==> src/rtl/stepper_latch_sequencer_homing_macros.svh <==
// assertion macros for the stepper latch sequencer result register module
`ifndef STEPPER_LATCH_SEQUENCER_HOMING_MACROS_SVH
`define STEPPER_LATCH_SEQUENCER_HOMING_MACROS_SVH

// property that holds at every edge outside reset
`define SLSH_ASSERT(label, clk, rst, prop) \
   label: assert property (@(posedge clk) disable iff (rst) (prop)) \
      else $error("slsh assertion failed");

// implication checked in the cycle after its trigger
`define SLSH_ASSERT_NEXT(label, clk, rst, pre, post) \
   label: assert property (@(posedge clk) disable iff (rst) (pre) |=> (post)) \
      else $error("slsh next-cycle assertion failed");

`endif

==> src/rtl/slsh_pkg.sv <==
// types and constants for the stepper latch sequencer
package slsh_pkg;

   // width of the travel step counter
   localparam int COUNT_BITS = 16;

   // saturation point of the step counter: min(2^COUNT_BITS-1, 65535)
   localparam logic [63:0] COUNT_FULL = (64'd1 << COUNT_BITS) - 64'd1;
   localparam logic [15:0] COUNT_LIMIT =
      (COUNT_BITS >= 16) ? 16'hFFFF : COUNT_FULL[15:0];

   // command codes
   localparam logic [1:0] CMD_STEP  = 2'd0;
   localparam logic [1:0] CMD_CAL   = 2'd1;
   localparam logic [1:0] CMD_TICK  = 2'd2;
   localparam logic [1:0] CMD_OFF   = 2'd3;

   // calibration phase codes
   localparam logic [1:0] PH_IDLE   = 2'd0;
   localparam logic [1:0] PH_LEFT   = 2'd1;
   localparam logic [1:0] PH_RIGHT  = 2'd2;
   localparam logic [1:0] PH_CENTER = 2'd3;

   // limit status codes
   localparam logic [1:0] LIM_NONE  = 2'd0;
   localparam logic [1:0] LIM_LEFT  = 2'd1;
   localparam logic [1:0] LIM_RIGHT = 2'd2;

   // one input item
   typedef struct packed {
      logic [1:0] command;
      logic       motor;
      logic       dir;
      logic       left_edge;
      logic       right_edge;
      logic       left_level;
      logic       right_level;
   } item_type;

   // everything the emitter needs to play out the results of one item
   typedef struct packed {
      logic        write;     // four latch writes, else one result with no write
      logic        ccw;       // address order 3,2,1,0
      logic        motor;
      logic [1:0]  phase;
      logic [15:0] travel;
      logic [14:0] center;
      logic [1:0]  limit;
      logic        rejected;
   } burst_type;

endpackage

==> src/rtl/slsh_if.sv <==
// valid/ready channel interfaces for command items and result items
interface slsh_req_if;
   logic       valid;
   logic       ready;
   logic [1:0] command;
   logic       motor;
   logic       dir;
   logic       left_edge;
   logic       right_edge;
   logic       left_level;
   logic       right_level;

   modport source (output valid, command, motor, dir, left_edge, right_edge,
                   left_level, right_level, input ready);
   modport sink   (input valid, command, motor, dir, left_edge, right_edge,
                   left_level, right_level, output ready);
endinterface

interface slsh_rsp_if;
   logic        valid;
   logic        ready;
   logic [2:0]  latch_addr;
   logic        latch_write;
   logic        last;
   logic [1:0]  phase;
   logic [15:0] travel_steps;
   logic [14:0] center_position;
   logic [1:0]  limit_status;
   logic        rejected;

   modport source (output valid, latch_addr, latch_write, last, phase, travel_steps,
                   center_position, limit_status, rejected, input ready);
   modport sink   (input valid, latch_addr, latch_write, last, phase, travel_steps,
                   center_position, limit_status, rejected, output ready);
endinterface

==> src/rtl/stepper_latch_sequencer_homing.sv <==
// top level of the two-stepper latch sequencer with homing calibration
//
//   channel  dir   handshake      payload
//   req      in    valid/ready    command, motor, dir, edges, levels
//   rsp      out   valid/ready    latch_addr, latch_write, last, status
//
// A step that is not rejected, a disable or an active-calibration tick gives four
// results, one per cycle while the receiver is ready; other items give one result.
// The result register is the limit: a new item is taken in the cycle the
// previous item's last result is taken, so no bubble between items.
// Calibration state updates when the item is accepted.
// Synchronous active-high reset clears the phase machine and the result register.
module stepper_latch_sequencer_homing (
   input  logic       clock,
   input  logic       reset,
   slsh_req_if.sink   req,
   slsh_rsp_if.source rsp
);
   import slsh_pkg::*;

   item_type  item;
   burst_type burst;
   logic      free;
   logic      accept;

   // pack the command item
   assign item.command     = req.command;
   assign item.motor       = req.motor;
   assign item.dir         = req.dir;
   assign item.left_edge   = req.left_edge;
   assign item.right_edge  = req.right_edge;
   assign item.left_level  = req.left_level;
   assign item.right_level = req.right_level;

   // accept when the result register is free or draining its last result
   assign req.ready = free;
   assign accept    = req.valid && free;

   slsh_ctrl u_ctrl (
      .clock  (clock),
      .reset  (reset),
      .accept (accept),
      .item   (item),
      .burst  (burst)
   );

   slsh_emit u_emit (
      .clock (clock),
      .reset (reset),
      .load  (accept),
      .burst (burst),
      .free  (free),
      .rsp   (rsp)
   );

endmodule

==> src/rtl/slsh_ctrl.sv <==
// calibration phase machine and per-item burst decode
module slsh_ctrl (
   input  logic               clock,
   input  logic               reset,
   input  logic               accept,
   input  slsh_pkg::item_type item,
   output slsh_pkg::burst_type burst
);
   import slsh_pkg::*;

   logic [1:0]  phase_ff,  phase_in;
   logic        motor_ff,  motor_in;
   logic [15:0] count_ff,  count_in;
   logic [14:0] remain_ff, remain_in;
   logic [15:0] travel_ff, travel_in;
   logic [14:0] center_ff, center_in;

   logic [15:0] count_inc;
   logic [14:0] remain_dec;
   logic [1:0]  limit;

   // saturating counter and centering countdown
   assign count_inc  = (count_ff < COUNT_LIMIT) ? count_ff + 16'd1 : count_ff;
   assign remain_dec = (remain_ff != 15'd0) ? remain_ff - 15'd1 : remain_ff;

   // limit status from sensor levels, left wins
   assign limit = item.left_level  ? LIM_LEFT :
                  item.right_level ? LIM_RIGHT : LIM_NONE;

   // next state and burst descriptor for the item
   always_comb begin
      phase_in  = phase_ff;
      motor_in  = motor_ff;
      count_in  = count_ff;
      remain_in = remain_ff;
      travel_in = travel_ff;
      center_in = center_ff;
      burst.write    = 1'b0;
      burst.ccw      = 1'b1;
      burst.motor    = item.motor;
      burst.rejected = 1'b0;
      case (item.command)
         CMD_STEP: begin
            if (phase_ff != PH_IDLE) begin
               burst.rejected = 1'b1;
            end else begin
               burst.write = 1'b1;
               burst.ccw   = item.dir;
            end
         end
         CMD_CAL: begin
            if (phase_ff != PH_IDLE) begin
               burst.rejected = 1'b1;
            end else begin
               motor_in = item.motor;
               count_in = 16'd0;
               phase_in = PH_LEFT;
            end
         end
         CMD_TICK: begin
            burst.motor = motor_ff;
            case (phase_ff)
               PH_LEFT: begin
                  burst.write = 1'b1;
                  if (item.left_edge) begin
                     phase_in = PH_RIGHT;
                     count_in = 16'd0;
                  end
               end
               PH_RIGHT: begin
                  burst.write = 1'b1;
                  burst.ccw   = 1'b0;
                  count_in    = count_inc;
                  if (item.right_edge) begin
                     travel_in = count_inc;
                     remain_in = count_inc[15:1];
                     if (count_inc[15:1] == 15'd0) begin
                        center_in = 15'd0;
                        phase_in  = PH_IDLE;
                     end else begin
                        phase_in  = PH_CENTER;
                     end
                  end
               end
               PH_CENTER: begin
                  burst.write = 1'b1;
                  remain_in   = remain_dec;
                  if (remain_dec == 15'd0) begin
                     center_in = travel_ff[15:1];
                     phase_in  = PH_IDLE;
                  end
               end
               default: begin
                  burst.write = 1'b0;
               end
            endcase
         end
         default: begin
            burst.write = 1'b1;
         end
      endcase
      burst.phase  = phase_in;
      burst.travel = travel_in;
      burst.center = center_in;
      burst.limit  = limit;
   end

   // calibration state, updated once per accepted item
   always_ff @(posedge clock) begin
      if (reset) begin
         phase_ff  <= PH_IDLE;
         motor_ff  <= 1'b0;
         count_ff  <= 16'd0;
         remain_ff <= 15'd0;
         travel_ff <= 16'd0;
         center_ff <= 15'd0;
      end else if (accept) begin
         phase_ff  <= phase_in;
         motor_ff  <= motor_in;
         count_ff  <= count_in;
         remain_ff <= remain_in;
         travel_ff <= travel_in;
         center_ff <= center_in;
      end
   end

endmodule

==> src/rtl/slsh_emit.sv <==
// result register that plays out one or four results per item
module slsh_emit (
   input  logic                clock,
   input  logic                reset,
   input  logic                load,
   input  slsh_pkg::burst_type burst,
   output logic                free,
   slsh_rsp_if.source          rsp
);
   import slsh_pkg::*;

   `include "stepper_latch_sequencer_homing_macros.svh"

   logic      busy_ff, busy_in;
   logic [1:0] idx_ff, idx_in;
   burst_type burst_ff;
   logic      last;
   logic      take;
   logic [1:0] low_addr;

   // last result: single result, or the fourth write
   assign last = !burst_ff.write || (idx_ff == 2'd3);
   assign take = busy_ff && rsp.ready;
   assign free = !busy_ff || (take && last);

   // address order within the step
   assign low_addr = burst_ff.ccw ? ~idx_ff : idx_ff;

   // result payload
   assign rsp.valid           = busy_ff;
   assign rsp.latch_addr      = burst_ff.write ? {burst_ff.motor, low_addr} : 3'd0;
   assign rsp.latch_write     = burst_ff.write;
   assign rsp.last            = last;
   assign rsp.phase           = burst_ff.phase;
   assign rsp.travel_steps    = burst_ff.travel;
   assign rsp.center_position = burst_ff.center;
   assign rsp.limit_status    = burst_ff.limit;
   assign rsp.rejected        = burst_ff.rejected;

   // burst sequencing
   always_comb begin
      busy_in = busy_ff;
      idx_in  = idx_ff;
      if (load) begin
         busy_in = 1'b1;
         idx_in  = 2'd0;
      end else if (take) begin
         if (last) begin
            busy_in = 1'b0;
         end else begin
            idx_in = idx_ff + 2'd1;
         end
      end
   end

   always_ff @(posedge clock) begin
      if (reset) begin
         busy_ff <= 1'b0;
         idx_ff  <= 2'd0;
      end else begin
         busy_ff <= busy_in;
         idx_ff  <= idx_in;
      end
   end

   // payload of the current item
   always_ff @(posedge clock) begin
      if (reset) begin
         burst_ff <= '0;
      end else if (load) begin
         burst_ff <= burst;
      end
   end

   // results with no latch write come alone and carry address zero
   `SLSH_ASSERT(a_single_last, clock, reset, !(busy_ff && !burst_ff.write) || last)
   `SLSH_ASSERT(a_addr_zero, clock, reset, burst_ff.write || (rsp.latch_addr == 3'd0))
   // a load only happens when the current item is finished
   `SLSH_ASSERT(a_load_free, clock, reset, !load || free)
   // a taken non-final write advances the index by one
   `SLSH_ASSERT_NEXT(a_idx_step, clock, reset, take && !last && !load,
      busy_ff && (idx_ff == $past(idx_ff) + 2'd1))

endmodule

==> src/flat_wrapper.sv <==
// flat-port wrapper written by rule: the top's interface ports become plain ports
module stepper_latch_sequencer_homing_flat import slsh_pkg::*;
  (clock, reset, req_valid, req_command, req_motor, req_dir, req_left_edge, req_right_edge, req_left_level, req_right_level, req_ready, rsp_valid, rsp_latch_addr, rsp_latch_write, rsp_last, rsp_phase, rsp_travel_steps, rsp_center_position, rsp_limit_status, rsp_rejected, rsp_ready);
  slsh_req_if req_i ();
  slsh_rsp_if rsp_i ();
  input  logic clock;
  input  logic reset;
  input wire logic [$bits(req_i.valid)-1:0] req_valid;
  input wire logic [$bits(req_i.command)-1:0] req_command;
  input wire logic [$bits(req_i.motor)-1:0] req_motor;
  input wire logic [$bits(req_i.dir)-1:0] req_dir;
  input wire logic [$bits(req_i.left_edge)-1:0] req_left_edge;
  input wire logic [$bits(req_i.right_edge)-1:0] req_right_edge;
  input wire logic [$bits(req_i.left_level)-1:0] req_left_level;
  input wire logic [$bits(req_i.right_level)-1:0] req_right_level;
  output wire logic [$bits(req_i.ready)-1:0] req_ready;
  output wire logic [$bits(rsp_i.valid)-1:0] rsp_valid;
  output wire logic [$bits(rsp_i.latch_addr)-1:0] rsp_latch_addr;
  output wire logic [$bits(rsp_i.latch_write)-1:0] rsp_latch_write;
  output wire logic [$bits(rsp_i.last)-1:0] rsp_last;
  output wire logic [$bits(rsp_i.phase)-1:0] rsp_phase;
  output wire logic [$bits(rsp_i.travel_steps)-1:0] rsp_travel_steps;
  output wire logic [$bits(rsp_i.center_position)-1:0] rsp_center_position;
  output wire logic [$bits(rsp_i.limit_status)-1:0] rsp_limit_status;
  output wire logic [$bits(rsp_i.rejected)-1:0] rsp_rejected;
  input wire logic [$bits(rsp_i.ready)-1:0] rsp_ready;
  assign req_i.valid = req_valid;
  assign req_i.command = req_command;
  assign req_i.motor = req_motor;
  assign req_i.dir = req_dir;
  assign req_i.left_edge = req_left_edge;
  assign req_i.right_edge = req_right_edge;
  assign req_i.left_level = req_left_level;
  assign req_i.right_level = req_right_level;
  assign req_ready = req_i.ready;
  assign rsp_valid = rsp_i.valid;
  assign rsp_latch_addr = rsp_i.latch_addr;
  assign rsp_latch_write = rsp_i.latch_write;
  assign rsp_last = rsp_i.last;
  assign rsp_phase = rsp_i.phase;
  assign rsp_travel_steps = rsp_i.travel_steps;
  assign rsp_center_position = rsp_i.center_position;
  assign rsp_limit_status = rsp_i.limit_status;
  assign rsp_rejected = rsp_i.rejected;
  assign rsp_i.ready = rsp_ready;
  stepper_latch_sequencer_homing u_core (.clock(clock), .reset(reset), .req(req_i), .rsp(rsp_i));
endmodule
==> config.mk <==
export PLATFORM = sky130hd
export DESIGN_NAME = stepper_latch_sequencer_homing_flat
export DESIGN_NICKNAME = d
export VERILOG_FILES = /design/src/rtl/slsh_pkg.sv /design/src/rtl/slsh_if.sv /design/src/rtl/stepper_latch_sequencer_homing.sv /design/src/rtl/slsh_ctrl.sv /design/src/rtl/slsh_emit.sv /design/src/flat_wrapper.sv
export VERILOG_INCLUDE_DIRS = /design/src /design/src/rtl
export SDC_FILE = /design/constraint.sdc
export NUM_CORES = 1
export LEC_CHECK = 0
export BUFFER_PORTS_ARGS = -buffer_cell sky130_fd_sc_hd__buf_2
export CAP_MARGIN = 5
export CORE_MARGIN = 2
export CORE_UTILIZATION = 45
export DETAILED_ROUTE_END_ITERATION = 16
export HOLD_SLACK_MARGIN = 0.02
export PLACE_DENSITY = 0.73
export RECOVER_POWER = 100
export SLEW_MARGIN = 40
export SYNTH_ARGS = -nofsm -noshare
export SYNTH_HDL_FRONTEND = slang
export SYNTH_HIERARCHICAL = 1
export SYNTH_SLANG_ARGS = --single-unit
==> constraint.sdc <==
create_clock -name clock -period 7.5 [get_ports clock]
set_input_delay 1.5 -clock clock [delete_from_list [all_inputs] [get_ports clock]]
set_output_delay 1.5 -clock clock [all_outputs]
set_load 0.05 [all_outputs]
# ---- Word level (Yosys, flattened, before mapping)
# Index checks and enable logic that the tools add are counted.
# Widths: inputs -> output; s select.
dict set report word_totals {
  output_inout_bits 43
  register_bits 74
  inputBits 12
  word_cells 96
}
dict set report classes {
  n_addsub 3
  bitwise 3
  order_cmp 1
  eq_ne 15
  n_reduce_logical 27
  muxes 34
}
# operator n
set op_table {}
lappend op_table {{$mux 15} 5}
lappend op_table {{$pmux 16 s2} 2}
lappend op_table {{$pmux 15 s2} 2}
lappend op_table {{$mux 16} 3}
lappend op_table {{$logic_not 15->1} 2}
lappend op_table {{$mux 2} 9}
lappend op_table {{$add 16x1->16 const B} 1}
lappend op_table {{$lt 16x16->1 const B} 1}
lappend op_table {{$reduce_bool 15->1} 1}
lappend op_table {{$sub 15x1->15 const B} 1}
lappend op_table {{$reduce_bool 2->1} 5}
lappend op_table {{$ne 3x3->1 const B} 3}
lappend op_table {{$eq 2x2->1 const B} 4}
lappend op_table {{$mux 1} 8}
lappend op_table {{$ne 2x2->1 const B} 4}
lappend op_table {{$reduce_and 4->1} 2}
lappend op_table {{$reduce_and 7->1} 1}
lappend op_table {{$pmux 2 s3} 1}
lappend op_table {{$reduce_and 6->1} 1}
lappend op_table {{$reduce_and 5->1} 1}
lappend op_table {{$eq 2x1->1 const B} 2}
lappend op_table {{$ne 4x1->1 const B} 1}
lappend op_table {{$pmux 2 s2} 1}
lappend op_table {{$reduce_and 2->1} 2}
lappend op_table {{14 further kinds} 20}

# ---- Longest topological paths before layout
dict set report logic_depth {
  depth_word 7
  ltp_mapped 13
  mapped_depth_nobuf 11
}

# ---- Hierarchy
# The synthesis kept the hierarchy.
# module cells_each seq_area_each_um2 area_each_um2 instances
set modules_own_cells {}
lappend modules_own_cells {slsh_ctrl 580 1301.2 4430.5 1}
lappend modules_own_cells {slsh_emit 183 840.8 1918.1 1}
lappend modules_own_cells {stepper_latch_sequencer_homing 1 0.0 6.3 1}

# ---- Worst setup path before layout
# OpenSTA, ideal clock, no wires.
dict set report synth_timing {
  path_kind {input port to flip-flop}
  start {input req_command[0]}
  end {register u_core.u_ctrl.center_ff[10]}
  cell_stages 10
  n_path_buf 1
  required_time_ns 7.413
  setup_slack_ns 3.976
  arrival_time_ns 3.437
  setup_time_ns 0.087
  path_cell_list {inv_1 -> ha_1 -> nand2_1 -> nor2_1 -> nand3_1 -> or3b_2 -> nor4_2 -> buf_2 -> a32oi_1 -> o31ai_1}
}
dict set report synth_between {
  elab_chain_cells 2
}
# element line
set synth_rtl {}
lappend synth_rtl {{start: declaration} flat_wrapper.sv:9} ;# input wire logic [$bits(req_i.command)-1:0] req_command;
lappend synth_rtl {{$eq 2x2->1} slsh_ctrl.sv:42} ;# case (item.command)
lappend synth_rtl {{$reduce_and 6->1 (no line)} n/a}
lappend synth_rtl {{end signal: assignment} slsh_ctrl.sv:123} ;# center_ff <= center_in;
lappend synth_rtl {{end: declaration} slsh_ctrl.sv:16} ;# logic [14:0] center_ff, center_in;
# No other way between the ends.
# A chain may end at the register's enable or synchronous reset.

# ---- Worst setup path after layout
dict set report layout_timing {
  start {input reset}
  end {register u_core.u_emit.idx_ff[1]}
}
dict set report layout_between {
  elab_chain_cells 1
}
# element line
set layout_rtl {}
lappend layout_rtl {{start: declaration} flat_wrapper.sv:7} ;# input logic reset;
lappend layout_rtl {{$reduce_or 2->1 (no line)} n/a}
lappend layout_rtl {{end signal: assignment} slsh_emit.sv:62} ;# idx_ff <= idx_in;
lappend layout_rtl {{end: declaration} slsh_emit.sv:15} ;# logic [1:0] idx_ff, idx_in;
# No other way between the ends.

==> flow_summary.rst <==
.. list-table::
   :header-rows: 1

   * - Metric
     - Value
   * - Outcome
     - complete, but fails checks
   * - Violations in the final reports
     - capacitance limit, slew limit
   * - Number of levels in the clock H-tree
     - 3
   * - Antenna violation net count after detailed routing
     - 0
   * - Final clock period utilization by the worst path
     - 0.701
   * - Minimum clock period
     - 5.25 ns
   * - Synthesized net count
     - 784
   * - Setup crit start kind
     - input port
   * - Critical path cell sequence
     - clkbuf_1 -> clkbuf_1 -> nor3b_1 -> mux2_1
   * - Proportion of power drawn by the clock network
     - 0.454
   * - Final TNS setup
     - 0 ns
   * - Power share of the sequential group
     - 0.473
   * - Post-layout instance count excluding filler cells
     - 927
   * - Setup CP Type
     - input port to flip-flop
   * - HPWL Detailed
     - 10.8 mm
   * - Number of vias in the routed layout
     - 5506
   * - Portion of netlist area occupied by mux cells
     - 0.114
   * - Final wirelength
     - 15.7 mm
   * - Layout area overhead
     - 3.78%
   * - Floorplan row count
     - 43
   * - Residual overflow from global routing
     - 0
   * - First-iteration detailed-routing DRC count
     - 473
   * - Net switching power figure
     - 0.286 mW
   * - Area of the core
     - 13800 um2
   * - Clock Sinks
     - 107
   * - Wire length of the first global-routing pass
     - 25.6 mm
   * - Synthesized area divided by synthesized cell count
     - 8.32 um2
   * - Predominant post-synthesis flop cell
     - dfxtp_1
   * - Yosys warns
     - 6
   * - Effective utilization at floorplan
     - 0.460
   * - Antenna violations before repair
     - 0
   * - Worst EP arrival
     - 5.49 ns
   * - Transition time at the pin with the least slew margin
     - 3.33 ns
   * - Horizontal extent of the die
     - 123 um
   * - Synthesized instance count
     - 764
   * - Number of synthesized flops with an enable pin
     - 0
   * - Ports
     - 55
   * - Clk_lat worst skew
     - 0.35 ns
   * - Largest family of logic cells by synthesized area
     - simple AND/OR/NAND/NOR gates
   * - Cell with the largest stage delay on the worst path
     - clkbuf_1
   * - Area enclosed by the die boundary
     - 15100 um2
   * - Pin count of the biggest net entering global routing
     - 78
   * - Proportion of synthesized flip-flops having asynchronous set or reset
     - 0
   * - GP Congestion
     - 0.906
   * - Post-route clock skew
     - 0.00669 ns
   * - Iteration count of the initial detailed-routing pass
     - 5
   * - Slowest cell delay on critical path
     - 2.44 ns
   * - Total GRT Usage
     - 0.214
   * - Clock Path Buffers
     - 2
   * - Sequential fraction of the synthesis area
     - 0.337
   * - Layout cells sized above 1
     - 0.0803
   * - Crit-path most repeated cell
     - clkbuf_1
   * - Post-synthesis instance area
     - 6350 um2
   * - Max IR drop VDD
     - 0.144 mV
   * - Number of placed instances, taps included
     - 911
   * - Worst-path maximum fanout
     - 77
   * - Cts repair resizes
     - 0
   * - Final Setup Violations
     - 0
   * - Average wire per standard cell
     - 16.9 um
   * - Required time of the critical path
     - 7.74 ns
   * - Synthesized-area fraction occupied by xor and xnor cells
     - 0.0165
   * - Nets
     - 762
   * - Combinational share of power
     - 0.074
   * - Number of max-cap violations
     - 2
   * - Pwr Density
     - 185 nW/um2
   * - Area share of fa/ha/maj cells after synthesis
     - 0.0158
   * - Simple-Gate Fraction of Synth Area
     - 0.208
   * - Number of max-slew violations in the final report
     - 122
   * - CTS tree
     - done
   * - Number of global-route vias before repair
     - 4978
   * - Antenna fix cells
     - 0
   * - Compound-gate portion of the synthesized area
     - 0.198
   * - Seq cells post-synth
     - 107
   * - Number of distinct standard cells referenced by the synthesized netlist
     - 67
   * - F_max
     - 190 MHz
   * - Worst hold-check path type
     - flip-flop to flip-flop
   * - Cell internal pwr
     - 0.931 mW
   * - Clock transition at the register clock pins on the worst setup and hold paths after CTS
     - 0.08 ns
   * - Most common cell after layout, fill and taps aside
     - nor2_1
   * - Hold buffer count at CTS
     - 0
   * - Setup repair after global routing missed its margin
     - no
   * - Root Buffer
     - clkbuf_16
   * - Total CTS buffers
     - 9
   * - Chip height
     - 123 um
   * - Number of port buffers
     - 54
   * - LEAKAGE
     - 2.42 nW
   * - Commonest non-fill, non-tap cells in the layout
     - nor2_1, dfxtp_1, mux2i_1
   * - Total count of hold-check failures in the final report
     - 0
   * - Headroom to the max-slew limit
     - -1.22
   * - Type of element capturing the critical path
     - flip-flop
   * - Sw Share
     - 0.235
   * - Setup repair bufs after CTS
     - 0
   * - Vias per cell
     - 5.94
   * - Post-route DRC violation count
     - 0
[worst paths after layout]
path | from | to | slack, ns | cells after the start
max | reset | u_core/u_emit/idx_ff[1] | 2.25 | 4
min | u_core/u_emit/rsp.travel_steps[4] | u_core/u_emit/rsp.travel_steps[4] | 0.50 | 2
max reg2reg | u_core/u_emit/idx_ff[0] | u_core/u_emit/idx_ff[0] | 3.41 | 7
min reg2reg | u_core/u_emit/rsp.travel_steps[4] | u_core/u_emit/rsp.travel_steps[4] | 0.50 | 2
[registers in the layout, summed over array words and instances, names as in the netlist, 15 cells and up]
name                               count
u_core/u_ctrl/remain_ff               15
u_core/u_ctrl/center_ff               15
u_core/u_ctrl/travel_ff               16
u_core/u_emit/rsp.center_position     15
u_core/u_emit/rsp.travel_steps        16
u_core/u_ctrl/count_ff                16
[metal layers]
| metal | share of wire | track usage | vias up |
|---|---|---|---|
| li1 | - | - | 2699 |
| met2 | 0.46 | 0.333 | 167 |
| met4 | 0.016 | 0.0560 | 0 |
| met1 | 0.46 | 0.300 | 2623 |
| met3 | 0.063 | 0.0455 | 17 |
| met5 | 0 | 0 | - |
[cell usage after synthesis (16+ instances only)]
cell type | number | area [um2]
a21oi_1 | 28 | 140
a32oi_1 | 30 | 263
buf_4 | 36 | 270
clkbuf_1 | 39 | 146
dfxtp_1 | 107 | 2140
inv_1 | 24 | 90.1
mux2i_1 | 58 | 581
nand2_1 | 43 | 161
nand3_1 | 17 | 85.1
nor2_1 | 109 | 409
nor3_1 | 16 | 80.1
o21ai_0 | 48 | 240
o31ai_1 | 16 | 120
[critical path: cells and delay by family]
| family | cells | cell delay, ns |
|---|---|---|
| buffers and inverters | 2 | 3.46 |
| multiplexers | 1 | 0.43 |
| AND/OR/NAND/NOR | 1 | 0.09 |
[layout make-up]
type | instances | area, um2
fill | 1356 | 7230
multi-input combinational | 535 | 3510
clock buffer | 9 | 225
inverter | 26 | 100
clock inverter | 7 | 124
tap | 180 | 225
sequential | 107 | 2140
timing repair buffer | 63 | 273
[kinds of logic (layout without fill, tap and decap cells)]
logic type / after synthesis / count (layout)
and+or+nand+nor: 262 / 262
muxes: 70 / 70
buffers and inverters: 122 / 105
adders and majority gates: 8 / 8
AOI/OAI and AO/OA: 183 / 183
xor gates and xnor gates: 12 / 12
DFF: 107 / 107
[through the flow]
step	utilization	total power, mW	hold slack (ns)	setup slack (ns)	cell area (um2)
floorplan	-	0.668	0.452	3.98	6350
CTS	0.483	1.22	0.496	3.43	6680
global placement	0.456	0.674	0.468	2.91	6300
detailed placement	0.458	0.676	0.478	3.09	6330
finish	0.477	1.22	0.495	2.25	6600
global route	0.477	1.26	0.525	1.77	6600
[power by group through the flow]
| stage | Sequential, mW | Clock (mW) | Combinational (mW) |
|---|---|---|---|
| floorplan | 0.590 | 0 | 0.0775 |
| finish | 0.576 | 0.552 | 0.0895 |
| CTS | 0.575 | 0.561 | 0.0879 |
| global route | 0.576 | 0.583 | 0.0963 |
| global placement | 0.589 | 0 | 0.0848 |
| detailed placement | 0.589 | 0 | 0.0875 |
Power figures use the tool's default switching activity.
